===== src/design/alfl_pkg.sv =====
package alfl_pkg;

    localparam int POS_W   = 5;
    localparam int VALUE_W = 32;

    typedef enum logic [1:0] {
        ST_OK    = 2'd0,
        ST_FULL  = 2'd1,
        ST_EMPTY = 2'd2,
        ST_RANGE = 2'd3
    } t_status;

    // Program addresses of the sequencer.
    typedef enum logic [4:0] {
        S_CLR   = 5'd0,
        S_IDLE  = 5'd1,
        S_DISP  = 5'd2,
        S_I0    = 5'd3,
        S_FULL  = 5'd4,
        S_I1    = 5'd5,
        S_I2    = 5'd6,
        S_I3    = 5'd7,
        S_I4    = 5'd8,
        S_D0    = 5'd9,
        S_EMPTY = 5'd10,
        S_D1    = 5'd11,
        S_RANGE = 5'd12,
        S_D2    = 5'd13,
        S_DH    = 5'd14,
        S_DW    = 5'd15,
        S_DV    = 5'd16,
        S_DU    = 5'd17,
        S_DF    = 5'd18,
        S_DONE  = 5'd19
    } t_step;

    typedef enum logic [3:0] {
        C_ALWAYS   = 4'd0,
        C_ACCEPT   = 4'd1,
        C_OP       = 4'd2,
        C_FREE_NIL = 4'd3,
        C_HEAD_NIL = 4'd4,
        C_LRD_NIL  = 4'd5,
        C_EMPTY    = 4'd6,
        C_BADPOS   = 4'd7,
        C_POS1     = 4'd8,
        C_CNT_LT   = 4'd9,
        C_OUT_FREE = 4'd10,
        C_CLR_LAST = 4'd11
    } t_cond;

    typedef enum logic [4:0] {
        A_NOP   = 5'd0,
        A_CLR   = 5'd1,
        A_LOAD  = 5'd2,
        A_I0    = 5'd3,
        A_FULL  = 5'd4,
        A_I1    = 5'd5,
        A_HEADN = 5'd6,
        A_WALK  = 5'd7,
        A_LINKT = 5'd8,
        A_EMPTY = 5'd9,
        A_D1    = 5'd10,
        A_RANGE = 5'd11,
        A_DH    = 5'd12,
        A_DWALK = 5'd13,
        A_DV    = 5'd14,
        A_DU    = 5'd15,
        A_DF    = 5'd16,
        A_EMIT  = 5'd17
    } t_act;

    // One control word: the condition picks both the next step and the action.
    typedef struct packed {
        logic  ready;
        t_cond cond;
        t_step next_t;
        t_step next_f;
        t_act  act_t;
        t_act  act_f;
    } t_cw;

    function automatic t_cw mk_cw(logic rdy, t_cond c, t_step nt, t_step nf, t_act at, t_act af);
        t_cw w;
        w.ready  = rdy;
        w.cond   = c;
        w.next_t = nt;
        w.next_f = nf;
        w.act_t  = at;
        w.act_f  = af;
        return w;
    endfunction

    function automatic t_cw ucode(t_step s);
        t_cw w;
        unique case (s)
            S_CLR:   w = mk_cw(1'b0, C_CLR_LAST, S_IDLE,  S_CLR,   A_CLR,   A_CLR);
            S_IDLE:  w = mk_cw(1'b1, C_ACCEPT,   S_DISP,  S_IDLE,  A_LOAD,  A_NOP);
            S_DISP:  w = mk_cw(1'b0, C_OP,       S_D0,    S_I0,    A_NOP,   A_NOP);
            S_I0:    w = mk_cw(1'b0, C_FREE_NIL, S_FULL,  S_I1,    A_NOP,   A_I0);
            S_FULL:  w = mk_cw(1'b0, C_ALWAYS,   S_DONE,  S_DONE,  A_FULL,  A_FULL);
            S_I1:    w = mk_cw(1'b0, C_HEAD_NIL, S_I4,    S_I2,    A_I1,    A_I1);
            S_I2:    w = mk_cw(1'b0, C_LRD_NIL,  S_I3,    S_I2,    A_NOP,   A_WALK);
            S_I3:    w = mk_cw(1'b0, C_ALWAYS,   S_DONE,  S_DONE,  A_LINKT, A_LINKT);
            S_I4:    w = mk_cw(1'b0, C_ALWAYS,   S_DONE,  S_DONE,  A_HEADN, A_HEADN);
            S_D0:    w = mk_cw(1'b0, C_EMPTY,    S_EMPTY, S_D1,    A_NOP,   A_NOP);
            S_EMPTY: w = mk_cw(1'b0, C_ALWAYS,   S_DONE,  S_DONE,  A_EMPTY, A_EMPTY);
            S_D1:    w = mk_cw(1'b0, C_BADPOS,   S_RANGE, S_D2,    A_NOP,   A_D1);
            S_RANGE: w = mk_cw(1'b0, C_ALWAYS,   S_DONE,  S_DONE,  A_RANGE, A_RANGE);
            S_D2:    w = mk_cw(1'b0, C_POS1,     S_DH,    S_DW,    A_NOP,   A_NOP);
            S_DH:    w = mk_cw(1'b0, C_ALWAYS,   S_DF,    S_DF,    A_DH,    A_DH);
            S_DW:    w = mk_cw(1'b0, C_CNT_LT,   S_DW,    S_DV,    A_DWALK, A_NOP);
            S_DV:    w = mk_cw(1'b0, C_LRD_NIL,  S_RANGE, S_DU,    A_NOP,   A_DV);
            S_DU:    w = mk_cw(1'b0, C_ALWAYS,   S_DF,    S_DF,    A_DU,    A_DU);
            S_DF:    w = mk_cw(1'b0, C_ALWAYS,   S_DONE,  S_DONE,  A_DF,    A_DF);
            S_DONE:  w = mk_cw(1'b0, C_OUT_FREE, S_IDLE,  S_DONE,  A_EMIT,  A_NOP);
            default: w = mk_cw(1'b0, C_ALWAYS,   S_IDLE,  S_IDLE,  A_NOP,   A_NOP);
        endcase
        return w;
    endfunction

endpackage


===== src/design/alfl_if.sv =====
interface alfl_in_if;
    logic                                valid;
    logic                                ready;
    logic                                op;
    logic signed [alfl_pkg::VALUE_W-1:0] value;
    logic [alfl_pkg::POS_W-1:0]          position;

    modport source (output valid, output op, output value, output position, input ready);
    modport sink   (input valid, input op, input value, input position, output ready);
endinterface

interface alfl_out_if;
    logic                                valid;
    logic                                ready;
    logic [1:0]                          status;
    logic signed [alfl_pkg::VALUE_W-1:0] removed_value;

    modport source (output valid, output status, output removed_value, input ready);
    modport sink   (input valid, input status, input removed_value, output ready);
endinterface


===== src/design/array_linked_list_with_free_list.sv =====
// Operation: an insert walks the list from the head to the tail and links the new node there,
// a delete walks to the node before position p (none for position 1) and unlinks the victim,
// and a rejected request ends without a walk; one node link is read per cycle while walking.
// Throughput: one transaction at a time.
// Reset: synchronous, active low; a clearing pass then rebuilds the free list,
// during which no transaction is accepted. Node values are not cleared.
module array_linked_list_with_free_list #(
    parameter int NODES = 16
) (
    input  logic              i_clk,
    input  logic              i_rst_n,
    alfl_in_if.sink           i_in,
    alfl_out_if.source        o_out
);

    localparam int AW = (NODES > 1) ? $clog2(NODES) : 1;
    localparam int IW = $clog2(NODES + 1);
    localparam int CW = (IW > alfl_pkg::POS_W) ? IW : alfl_pkg::POS_W;
    localparam logic [IW-1:0] NIL = IW'(NODES);

    // Node stores.
    logic [IW-1:0]                       r_link [NODES];
    logic signed [alfl_pkg::VALUE_W-1:0] r_val  [NODES];
    logic [IW-1:0]                       r_lrd;
    logic signed [alfl_pkg::VALUE_W-1:0] r_vrd;

    // Sequencer and datapath registers.
    alfl_pkg::t_step                     r_step, n_step;
    logic [IW-1:0]                       r_head, n_head;
    logic [IW-1:0]                       r_free, n_free;
    logic [IW-1:0]                       r_len, n_len;
    logic [IW-1:0]                       r_ptr, n_ptr;
    logic [IW-1:0]                       r_node, n_node;
    logic [alfl_pkg::POS_W-1:0]          r_cnt, n_cnt;
    logic                                r_op, n_op;
    logic signed [alfl_pkg::VALUE_W-1:0] r_data, n_data;
    logic [alfl_pkg::POS_W-1:0]          r_pos, n_pos;
    alfl_pkg::t_status                   r_status, n_status;
    logic signed [alfl_pkg::VALUE_W-1:0] r_removed, n_removed;
    logic                                r_out_valid, n_out_valid;
    alfl_pkg::t_status                   r_out_status, n_out_status;
    logic signed [alfl_pkg::VALUE_W-1:0] r_out_removed, n_out_removed;

    alfl_pkg::t_cw                       cw;
    alfl_pkg::t_act                      act;
    logic                                cond_true;
    logic                                link_we, link_re, val_we, val_re;
    logic [AW-1:0]                       link_wa, link_ra, val_wa, val_ra;
    logic [IW-1:0]                       link_wd;

    assign cw         = alfl_pkg::ucode(r_step);
    assign i_in.ready = cw.ready;

    assign o_out.valid         = r_out_valid;
    assign o_out.status        = r_out_status;
    assign o_out.removed_value = r_out_removed;

    always_comb begin
        unique case (cw.cond)
            alfl_pkg::C_ALWAYS:   cond_true = 1'b1;
            alfl_pkg::C_ACCEPT:   cond_true = i_in.valid;
            alfl_pkg::C_OP:       cond_true = r_op;
            alfl_pkg::C_FREE_NIL: cond_true = (r_free == NIL);
            alfl_pkg::C_HEAD_NIL: cond_true = (r_head == NIL);
            alfl_pkg::C_LRD_NIL:  cond_true = (r_lrd == NIL);
            alfl_pkg::C_EMPTY:    cond_true = (r_head == NIL) || (r_len == '0);
            alfl_pkg::C_BADPOS:   cond_true = (r_pos == '0) || (CW'(r_pos) > CW'(r_len));
            alfl_pkg::C_POS1:     cond_true = (r_pos == alfl_pkg::POS_W'(1));
            alfl_pkg::C_CNT_LT:   cond_true = (r_cnt < r_pos);
            alfl_pkg::C_OUT_FREE: cond_true = !r_out_valid || o_out.ready;
            alfl_pkg::C_CLR_LAST: cond_true = (r_ptr == IW'(NODES - 1));
            default:              cond_true = 1'b1;
        endcase
    end

    assign n_step = cond_true ? cw.next_t : cw.next_f;
    assign act    = cond_true ? cw.act_t  : cw.act_f;

    always_comb begin
        n_head        = r_head;
        n_free        = r_free;
        n_len         = r_len;
        n_ptr         = r_ptr;
        n_node        = r_node;
        n_cnt         = r_cnt;
        n_op          = r_op;
        n_data        = r_data;
        n_pos         = r_pos;
        n_status      = r_status;
        n_removed     = r_removed;
        n_out_valid   = r_out_valid && !o_out.ready;
        n_out_status  = r_out_status;
        n_out_removed = r_out_removed;
        link_we       = 1'b0;
        link_wa       = r_ptr[AW-1:0];
        link_wd       = r_node;
        link_re       = 1'b0;
        link_ra       = r_lrd[AW-1:0];
        val_we        = 1'b0;
        val_wa        = r_node[AW-1:0];
        val_re        = 1'b0;
        val_ra        = r_lrd[AW-1:0];

        unique case (act)
            alfl_pkg::A_NOP: begin
            end
            alfl_pkg::A_CLR: begin
                link_we = 1'b1;
                link_wd = IW'(r_ptr + 1'b1);
                n_ptr   = IW'(r_ptr + 1'b1);
            end
            alfl_pkg::A_LOAD: begin
                n_op      = i_in.op;
                n_data    = i_in.value;
                n_pos     = i_in.position;
                n_removed = '0;
            end
            alfl_pkg::A_I0: begin
                n_node  = r_free;
                link_re = 1'b1;
                link_ra = r_free[AW-1:0];
            end
            alfl_pkg::A_FULL: begin
                n_status = alfl_pkg::ST_FULL;
            end
            alfl_pkg::A_I1: begin
                n_free  = r_lrd;
                val_we  = 1'b1;
                link_we = 1'b1;
                link_wa = r_node[AW-1:0];
                link_wd = NIL;
                n_ptr   = r_head;
                link_re = 1'b1;
                link_ra = r_head[AW-1:0];
            end
            alfl_pkg::A_HEADN: begin
                n_head   = r_node;
                n_len    = IW'(r_len + 1'b1);
                n_status = alfl_pkg::ST_OK;
            end
            alfl_pkg::A_WALK: begin
                n_ptr   = r_lrd;
                link_re = 1'b1;
            end
            alfl_pkg::A_LINKT: begin
                link_we  = 1'b1;
                n_len    = IW'(r_len + 1'b1);
                n_status = alfl_pkg::ST_OK;
            end
            alfl_pkg::A_EMPTY: begin
                n_status = alfl_pkg::ST_EMPTY;
            end
            alfl_pkg::A_D1: begin
                n_ptr   = r_head;
                n_node  = r_head;
                n_cnt   = alfl_pkg::POS_W'(2);
                link_re = 1'b1;
                link_ra = r_head[AW-1:0];
                val_re  = 1'b1;
                val_ra  = r_head[AW-1:0];
            end
            alfl_pkg::A_RANGE: begin
                n_status = alfl_pkg::ST_RANGE;
            end
            alfl_pkg::A_DH: begin
                n_head = r_lrd;
            end
            alfl_pkg::A_DWALK: begin
                n_ptr   = r_lrd;
                n_cnt   = alfl_pkg::POS_W'(r_cnt + 1'b1);
                link_re = 1'b1;
            end
            alfl_pkg::A_DV: begin
                n_node  = r_lrd;
                link_re = 1'b1;
                val_re  = 1'b1;
            end
            alfl_pkg::A_DU: begin
                // The predecessor now skips the victim.
                link_we = 1'b1;
                link_wd = r_lrd;
            end
            alfl_pkg::A_DF: begin
                n_removed = r_vrd;
                link_we   = 1'b1;
                link_wa   = r_node[AW-1:0];
                link_wd   = r_free;
                n_free    = r_node;
                n_len     = IW'(r_len - 1'b1);
                n_status  = alfl_pkg::ST_OK;
            end
            alfl_pkg::A_EMIT: begin
                n_out_valid   = 1'b1;
                n_out_status  = r_status;
                n_out_removed = r_removed;
            end
            default: begin
            end
        endcase
    end

    always_ff @(posedge i_clk) begin
        if (link_we) begin
            r_link[link_wa] <= link_wd;
        end
        if (link_re) begin
            r_lrd <= r_link[link_ra];
        end
        if (val_we) begin
            r_val[val_wa] <= r_data;
        end
        if (val_re) begin
            r_vrd <= r_val[val_ra];
        end
    end

    always_ff @(posedge i_clk) begin
        if (!i_rst_n) begin
            r_step      <= alfl_pkg::S_CLR;
            r_head      <= NIL;
            r_free      <= '0;
            r_len       <= '0;
            r_ptr       <= '0;
            r_out_valid <= 1'b0;
        end else begin
            r_step      <= n_step;
            r_head      <= n_head;
            r_free      <= n_free;
            r_len       <= n_len;
            r_ptr       <= n_ptr;
            r_out_valid <= n_out_valid;
        end
    end

    always_ff @(posedge i_clk) begin
        r_node        <= n_node;
        r_cnt         <= n_cnt;
        r_op          <= n_op;
        r_data        <= n_data;
        r_pos         <= n_pos;
        r_status      <= n_status;
        r_removed     <= n_removed;
        r_out_status  <= n_out_status;
        r_out_removed <= n_out_removed;
    end

    a_len_bound: assert property (@(posedge i_clk) disable iff (!i_rst_n)
        r_len <= IW'(NODES))
        else $error("list length exceeds the node count");

    a_free_full: assert property (@(posedge i_clk) disable iff (!i_rst_n)
        (r_step == alfl_pkg::S_IDLE && r_free == NIL) |-> (r_len == IW'(NODES)))
        else $error("free list empty while the list is not full");

    a_head_len: assert property (@(posedge i_clk) disable iff (!i_rst_n)
        (r_step == alfl_pkg::S_IDLE) |-> ((r_head == NIL) == (r_len == '0)))
        else $error("list head and length disagree");

    a_emit_done: assert property (@(posedge i_clk) disable iff (!i_rst_n)
        $rose(r_out_valid) |-> ($past(r_step) == alfl_pkg::S_DONE))
        else $error("result raised outside the final step");

    a_removed_zero: assert property (@(posedge i_clk) disable iff (!i_rst_n)
        (r_out_valid && r_out_status != alfl_pkg::ST_OK) |-> (r_out_removed == '0))
        else $error("removed value set on a failed transaction");

endmodule

===== src/flat_wrapper.sv =====
// flat-port wrapper written by rule: the top's interface ports become plain ports
module array_linked_list_with_free_list_flat 
#(
    parameter int NODES = 16
)
  (i_clk, i_rst_n, i_in_valid, i_in_op, i_in_value, i_in_position, i_in_ready, o_out_valid, o_out_status, o_out_removed_value, o_out_ready);
  alfl_in_if i_in_i ();
  alfl_out_if o_out_i ();
  input  logic i_clk;
  input  logic i_rst_n;
  input wire logic [$bits(i_in_i.valid)-1:0] i_in_valid;
  input wire logic [$bits(i_in_i.op)-1:0] i_in_op;
  input wire logic [$bits(i_in_i.value)-1:0] i_in_value;
  input wire logic [$bits(i_in_i.position)-1:0] i_in_position;
  output wire logic [$bits(i_in_i.ready)-1:0] i_in_ready;
  output wire logic [$bits(o_out_i.valid)-1:0] o_out_valid;
  output wire logic [$bits(o_out_i.status)-1:0] o_out_status;
  output wire logic [$bits(o_out_i.removed_value)-1:0] o_out_removed_value;
  input wire logic [$bits(o_out_i.ready)-1:0] o_out_ready;
  assign i_in_i.valid = i_in_valid;
  assign i_in_i.op = i_in_op;
  assign i_in_i.value = i_in_value;
  assign i_in_i.position = i_in_position;
  assign i_in_ready = i_in_i.ready;
  assign o_out_valid = o_out_i.valid;
  assign o_out_status = o_out_i.status;
  assign o_out_removed_value = o_out_i.removed_value;
  assign o_out_i.ready = o_out_ready;
  array_linked_list_with_free_list #(.NODES(NODES)) u_core (.i_clk(i_clk), .i_rst_n(i_rst_n), .i_in(i_in_i), .o_out(o_out_i));
endmodule

===== config.mk =====
export PLATFORM = sky130hd
export DESIGN_NAME = array_linked_list_with_free_list_flat
export DESIGN_NICKNAME = d
export VERILOG_FILES = /design/src/design/alfl_pkg.sv /design/src/design/alfl_if.sv /design/src/design/array_linked_list_with_free_list.sv /design/src/flat_wrapper.sv
export SDC_FILE = /design/constraint.sdc
export NUM_CORES = 1
export LEC_CHECK = 0
export BUFFER_PORTS_ARGS = -buffer_cell sky130_fd_sc_hd__clkbuf_2
export CAP_MARGIN = 0
export CORE_UTILIZATION = 67
export CTS_CLUSTER_SIZE = 25
export DETAILED_ROUTE_END_ITERATION = 12
export PLACE_DENSITY_LB_ADDON = 0.15
export SKIP_LAST_GASP = 1
export SLEW_MARGIN = 10
export SYNTH_ARGS = -nofsm -noshare
export SYNTH_HDL_FRONTEND = slang
export SYNTH_SLANG_ARGS = --single-unit
export TNS_END_PERCENT = 50

===== constraint.sdc =====
create_clock -name i_clk -period 13.9 [get_ports i_clk]
set_clock_uncertainty 0.1 [all_clocks]
set_input_delay 0 -clock i_clk [delete_from_list [all_inputs] [get_ports i_clk]]
set_output_delay 0 -clock i_clk [all_outputs]
set_load 0.02 [all_outputs]

==> Word level (Yosys, flattened, before mapping) <==
Memory sizes are Yosys's and may differ from the RTL's. A register that Yosys moved wholly into a read port is not among the register bits.
Index checks and enable logic that the tools add are counted.
{ "op_classes": {"addsub": 4, "order_cmp": 2, "eq_ne": 33, "mux": 25, "n_reduce_logical": 24} }
{ "ops": {"columns": ["cell", "count"], "rows": [
  ["$pmux 32 s2", 1],
  ["$eq 5x4->1 const B", 9],
  ["$pmux 5 s2", 4],
  ["$pmux 5 s3", 2],
  ["$eq 5x5->1 const B", 5],
  ["$eq 5x3->1 const B", 4],
  ["$pmux 5 s4", 1],
  ["$eq 4x3->1 const B", 4],
  ["$eq 4x4->1 const B", 4],
  ["$add 5x1->5 const B", 3],
  ["$mux 5", 3],
  ["$pmux 1 s11", 1],
  ["$eq 5x1->1 const B", 2],
  ["$eq 5x2->1 const B", 2],
  ["$logic_not 5->1", 2],
  ["$reduce_bool 2->1", 5],
  ["$reduce_or 2->1", 5],
  ["$mux 1", 9],
  ["$eq 4x2->1 const B", 2],
  ["$mux 4", 2],
  ["$pmux 2 s4", 1],
  ["$pmux 4 s2", 1],
  ["$reduce_bool 3->1", 2],
  ["$reduce_or 6->1", 1],
  ["other kinds (10)", 13]
]} }
{ "word_totals": {"regBits": 137, "ram_bits": 592, "romBits": 800, "inputBits": 42, "output_inout_bits": 36, "elab_cells": 105, "n_memories": 3} }
{ "memory_table": {"columns": ["name", "words", "word_bits", "read_ports", "rd_ports_with_merged_regs", "write_ports", "line", "text"], "rows": [
  ["(no name shown)", 32, 25, 1, 1, 0, "alfl_pkg.sv:96", "unique case (s)"],
  ["u_core.r_val", 16, 32, 1, 1, 1, "array_linked_list_with_free_list.sv:23", "logic signed [alfl_pkg::VALUE_W-1:0] r_val [NODES];"],
  ["u_core.r_link", 16, 5, 1, 1, 1, "array_linked_list_with_free_list.sv:22", "logic [IW-1:0] r_link [NODES];"]
]} }

==> Logic depth before layout (Yosys ltp) <==
{ "depth": {"word_depth": 9, "ltp_mapped": 18, "mapped_depth_nobuf": 15} }

==> Worst setup path before layout <==
Ideal clock, no wire load.
{ "synth_path": {"path_kind": "register to register", "from": "register u_core.r_ptr[0]", "to": "register u_core.r_removed[0] (netlist bit) (enable)", "setup_ns": 0.375, "arrival_ns": 6.095, "required_time_ns": 13.425, "path_slack_ns": 7.331, "path_stages_with_launch": 14, "n_path_buf": 4, "period_less_slack_ns": 6.569, "path_cell_list": "dfxtp_1 > ha_1 > and3_1 > ha_1 > and2_0 > o21ai_1 > a41o_4 > nand3_4 > buf_2 > buf_2 > buf_2 > buf_2 > o31ai_1 > or2_2"} }
{ "synth_via": {"elab_chain_len": 5, "word_cells_on_any_way": 6, "classes_between": "eq/ne: 3; mux: 2; reduce/logical: 1"} }
{ "synth_rtl": {"columns": ["item", "line", "text"], "rows": [
  ["from (decl)", "array_linked_list_with_free_list.sv:32", "logic [IW-1:0] r_ptr, n_ptr;"],
  ["from (signal assigned)", "array_linked_list_with_free_list.sv:230", "r_ptr <= n_ptr;"],
  ["$eq 5x4->1 (*)", "array_linked_list_with_free_list.sv:71", "alfl_pkg::C_CLR_LAST: cond_true = (r_ptr == IW'(NODES - 1));"],
  ["$pmux 1 s11 (*)", "array_linked_list_with_free_list.sv:59", "unique case (cw.cond)"],
  ["$mux 5 (*)", "array_linked_list_with_free_list.sv:77", "assign act = cond_true ? cw.act_t : cw.act_f;"],
  ["$eq 5x2->1 or $eq 5x5->1 (tied branches)", "array_linked_list_with_free_list.sv:104", "unique case (act)"],
  ["$reduce_bool 2->1 (no line) (*)", null, null],
  ["to (signal assigned)", "array_linked_list_with_free_list.sv:242", "r_removed <= n_removed;"],
  ["to (decl)", "array_linked_list_with_free_list.sv:39", "logic signed [alfl_pkg::VALUE_W-1:0] r_removed, n_removed;"]
]} }
Every way passes the cells marked *; elsewhere a longest branch is shown, timed or not.
A chain may end at the register's enable or synchronous reset.

==> Worst setup path in the final report <==
{ "layout_path": {"from": "register u_core.r_ptr[0]", "to": "register u_core.r_vrd[16] (netlist bit) (read register of u_core.r_val), data pin"} }
{ "layout_via": {"elab_chain_len": 6, "word_cells_on_any_way": 8, "classes_between": "eq/ne: 3; mux: 4; reduce/logical: 1"} }
{ "layout_rtl": {"columns": ["item", "line", "text"], "rows": [
  ["$eq 5x4->1 (*)", "array_linked_list_with_free_list.sv:71", null],
  ["$pmux 1 s11 (*)", "array_linked_list_with_free_list.sv:59", null],
  ["$mux 5 (*)", "array_linked_list_with_free_list.sv:77", null],
  ["$eq 5x4->1", "array_linked_list_with_free_list.sv:104", null],
  ["$reduce_or 2->1 (no line)", null, null],
  ["$mux 1", "array_linked_list_with_free_list.sv:104", null],
  ["to (decl)", "array_linked_list_with_free_list.sv:25", "logic signed [alfl_pkg::VALUE_W-1:0] r_vrd;"]
]} }
Marked as above.

==> summary.md <==
| Metric | Value |
|---|---|
| Critical Path End | `u_core.r_vrd[16]$_DFFE_PN_` |
| Critical path required time | `14.15 ns` |
| Pwr dens | `131 mW/mm^2` |
| RSZ-0062 raised after global routing | `false` |
| Commonest cells post-synth | `edfxtp_1, mux2i_1, o22ai_1` |
| CP max-delay cell | `buf_4` |
| Post-CTS Setup Inserts | `0` |
| Worst Max-Slew Pin Slew | `1.21 ns` |
| Max Cap Viol | `0` |
| Largest net degree at the start of global routing | `141` |
| Row cnt | `79` |
| Finished Cell Area | `0.0358 sq mm` |
| H-tree Lvls | `3` |
| Worst-path clk slew | `0.06 ns` |
| Hold Vio Cnt, Final | `0` |
| Dpl hpwl | `37300 um` |
| Share of layout cells above drive strength 1 | `12.5%` |
| Arr. time, crit path | `6.23 ns` |
| Vias in the first global route | `17700` |
| Post-Syn Area | `0.0315 sq mm` |
| Global route overflow | `0` |
| Startpoint class of the critical path | `flip-flop` |
| Area contributors post-synth | `edfxtp_1, mux2i_1, o22ai_1, dfxtp_1, nor2_1` |
| Final Max Tran Viols | `0` |
| Area delta synth->final | `13.7%` |
| Worst setup EP type | `flip-flop` |
| Post-route setup TNS | `0 ns` |
| Die height | `219 um` |
| PostCTS Resize Cnt | `0` |
| Leakage | `0.0124 uW` |
| WL/cell | `26.2 um` |
| Initial antenna violation count | `1` |
| Seq/Total Area, Yosys | `73.9%` |
| DRT iter0 DRCs | `2438` |
| Final setup fails | `0` |
| Ys async rst share | `0%` |
| Hold crit path type | `primary input to flip-flop` |
| Skew-Pair Late Insertion Delay | `0.62 ns` |
| F_max | `167 MHz` |
| Cell taking the most area after synthesis | `edfxtp_1` |
| CTS tree | `yes` |
| Reg-to-reg startpoint | `u_core.r_ptr[0]$_SDFFE_PN0P_` |
| Syn_nets | `2029` |
| Wirelength, routed | `73000 um` |
| Ratio of final minimum period to clock period | `43.0%` |
| Worst Setup SP | `u_core.r_ptr[0]$_SDFFE_PN0P_` |
| First-pass GRT wire length | `107000 um` |
| Relative slew slack | `19.6%` |
| Nets | `2184` |
| Crit path max-delay family | `buffers and inverters` |
| Hold Crit Depth | `2` |
| Crit-path max FO | `140` |
| Clock tree sinks | `791` |
| Die area | `0.0479 sq mm` |
| Max incr delay on CP | `0.89 ns` |
| Top-area cell type share of the netlist area | `71.0%` |
| Worst vdd ir | `0.131 mV` |
| Minimum clock period | `5.98 ns` |
| EDFF count, synth | `745` |
| GPL Wtd Cong | `0.906` |
| Top FF cell, synth | `edfxtp_1` |
| # DRC | `0` |
| Via count | `18400` |
| GRT Total Usage | `30.8%` |
| Most used cell, CP | `ha_1` |
| Core area | `0.0465 sq mm` |
| CP bufs+invs | `2` |
| I/O pins | `78` |
| Synth Register Bits | `791` |
| Post-synthesis instance total | `1964` |
| Dominant cell by count in the synthesized netlist | `edfxtp_1` |
| Worst Reg-to-Reg Cells | `14` |
| Cell breakdown of the critical path | `ha_1 > and3_1 > ha_1 > and2_0 > o21ai_1 > a41o_4 > nand3_4 > mux2_4 > mux2i_4 > buf_4 > buf_12 > mux2i_1 > o22ai_1 > or4_1` |
| Syn Area/Cell | `16.1 sq um` |
| CP Depth | `14` |
| Setup CP Type | `flip-flop to flip-flop` |
| Hold buffer count at cts | `65` |
| Outcome | `completed` |
| Fillers | `2689` |
| PortBufs | `77` |
| Placed cell areas | `0.0327 sq mm` |
| Netlist cell types | `75` |
| Antenna-violating nets left | `0` |
| CTS root buffer | `clkbuf_16` |
| Yosys warns | `0` |
| Initial core utilization | `67.9%` |
| Total CTS buffers | `76` |
| Maximum clock path buffer count | `3` |
| R2r setup slk | `7.92 ns` |
| Die X | `219 um` |
| FF-to-FF End | `u_core.r_vrd[16]$_DFFE_PN_` |
| Length of the first detailed-routing pass in iterations | `6` |
| Vias/cell | `6.60` |
## sequential cells by signal, summed over array words and instances (netlist names), 5 cells and up
| register | cells |
|---|---|
| u_core.r_lrd | 5 |
| u_core.cw | 25 |
| u_core.r_vrd | 32 |
| u_core.r_pos | 5 |
| u_core.r_link | 80 |
| u_core.r_ptr | 5 |
| u_core.r_free | 5 |
| u_core.r_len | 5 |
| u_core.r_cnt | 5 |
| u_core.o_out.removed_value | 32 |
| u_core.r_data | 32 |
| u_core.r_removed | 32 |
| u_core.r_head | 5 |
| u_core.r_node | 5 |
| u_core.r_val | 512 |
## kinds of logic (layout without fill, tap and decap cells)
group	after synthesis	after routing	share of synthesized area (%)
multiplexers	316	316	10.1
flip-flops	791	791	73.9
AO/OA/AOI/OAI	325	325	6.66
XOR/XNOR	13	13	0.361
other	0	1	0
buffers and inverters	124	340	1.74
AND/OR/NAND/NOR	372	372	6.32
adder cells (fa/ha/maj)	23	23	0.937
## stage by stage
stage	worst slack, ns	hold slack [ns]	power, uW	instances	utilization, %
6_report	7.92	0.0343	4690	2788	77.1
5_1_grt	7.72	0.0150	4800	2787	77.1
4_1_cts	8.02	0.00670	4700	2786	77.1
3_5_place_dp	8.07	0.0786	2670	2582	70.4
3_3_place_gp	8.17	0.0765	2670	2582	70.4
2_1_floorplan	7.33	-0.00113	2650	1964	-
## report_power, final
part | switching (uW) | leakage [uW] | internal, uW | total, uW
clock network | 861 | 0.00121 | 1200 | 2060
logic | 23.8 | 0.00429 | 22.8 | 46.5
registers | 3.30 | 0.00689 | 2580 | 2590
total | 888 | 0.0124 | 3810 | 4690
## worst reg2reg max path, stage by stage, from the launching register on
cell,delay (ns)
dfxtp_1,0.38
ha_1,0.28
and3_1,0.20
ha_1,0.21
and2_0,0.14
o21ai_1,0.19
a41o_4,0.27
nand3_4,0.42
mux2_4,0.53
mux2i_4,0.17
buf_4,0.89
buf_12,0.74
mux2i_1,0.60
o22ai_1,0.13
or4_1,0.49
## per-layer routing
metal,track usage (%),share of wire (%),up-vias
li1,-,-,8064
met1,41.7,39,9174
met2,50.9,49,970
met3,5.65,8.7,180
met4,10.3,2.9,0
met5,0,0,-
## placed cells by master (no fill, tap or decap), types with 6 or more instances in the layout
master and instances:
dfxtp_1 46, or3_1 8, or4_1 37, nand3b_1 13, clkbuf_16 78, mux2i_1 307, nor4_1 8, clkbuf_1 17
a31oi_1 18, o21ai_0 38, xnor2_1 9, nor2_4 12, nand2b_1 20, nand3_1 19, nor2b_1 10, nor3_1 16
edfxtp_1 745, bufinv_16 9, clkbuf_2 77, clkinv_2 13, ha_1 22, o22ai_1 152, dlygate4sd3_1 66, nor3b_1 6
nand2_1 66, nor2_1 81, a21oi_1 38, a221oi_1 6, and2_1 41, buf_4 38, a22oi_1 8, inv_1 17
a21o_1 10, clkinv_1 16
## layout make-up
class,instances,area (sq um),area share (%)
repair buffers,182,1350,3.77
multi-input cells,1049,7870,22.0
flip-flops and latches,791,23300,65.0
clock inverters,44,465,1.30
inverters,19,71.3,0.199
diodes,1,2.50,0.00698
clock buffers,95,2020,5.63
well taps,607,759,2.12
## worst min-delay path by stage
stage                     start                           to  slack [ns]
6_report       i_in_position[4]    u_core.r_pos[4]$_DFFE_PN_        0.03
5_1_grt          i_in_value[14]  u_core.r_data[14]$_DFFE_PN_        0.02
4_1_cts        i_in_position[3]    u_core.r_pos[3]$_DFFE_PN_       0.007
3_5_place_dp     i_in_value[24]  u_core.r_data[24]$_DFFE_PN_        0.08
3_3_place_gp     i_in_value[15]  u_core.r_data[15]$_DFFE_PN_        0.08
2_1_floorplan     i_in_value[0]   u_core.r_data[0]$_DFFE_PN_      -0.001
Power figures use the tool's default switching activity.
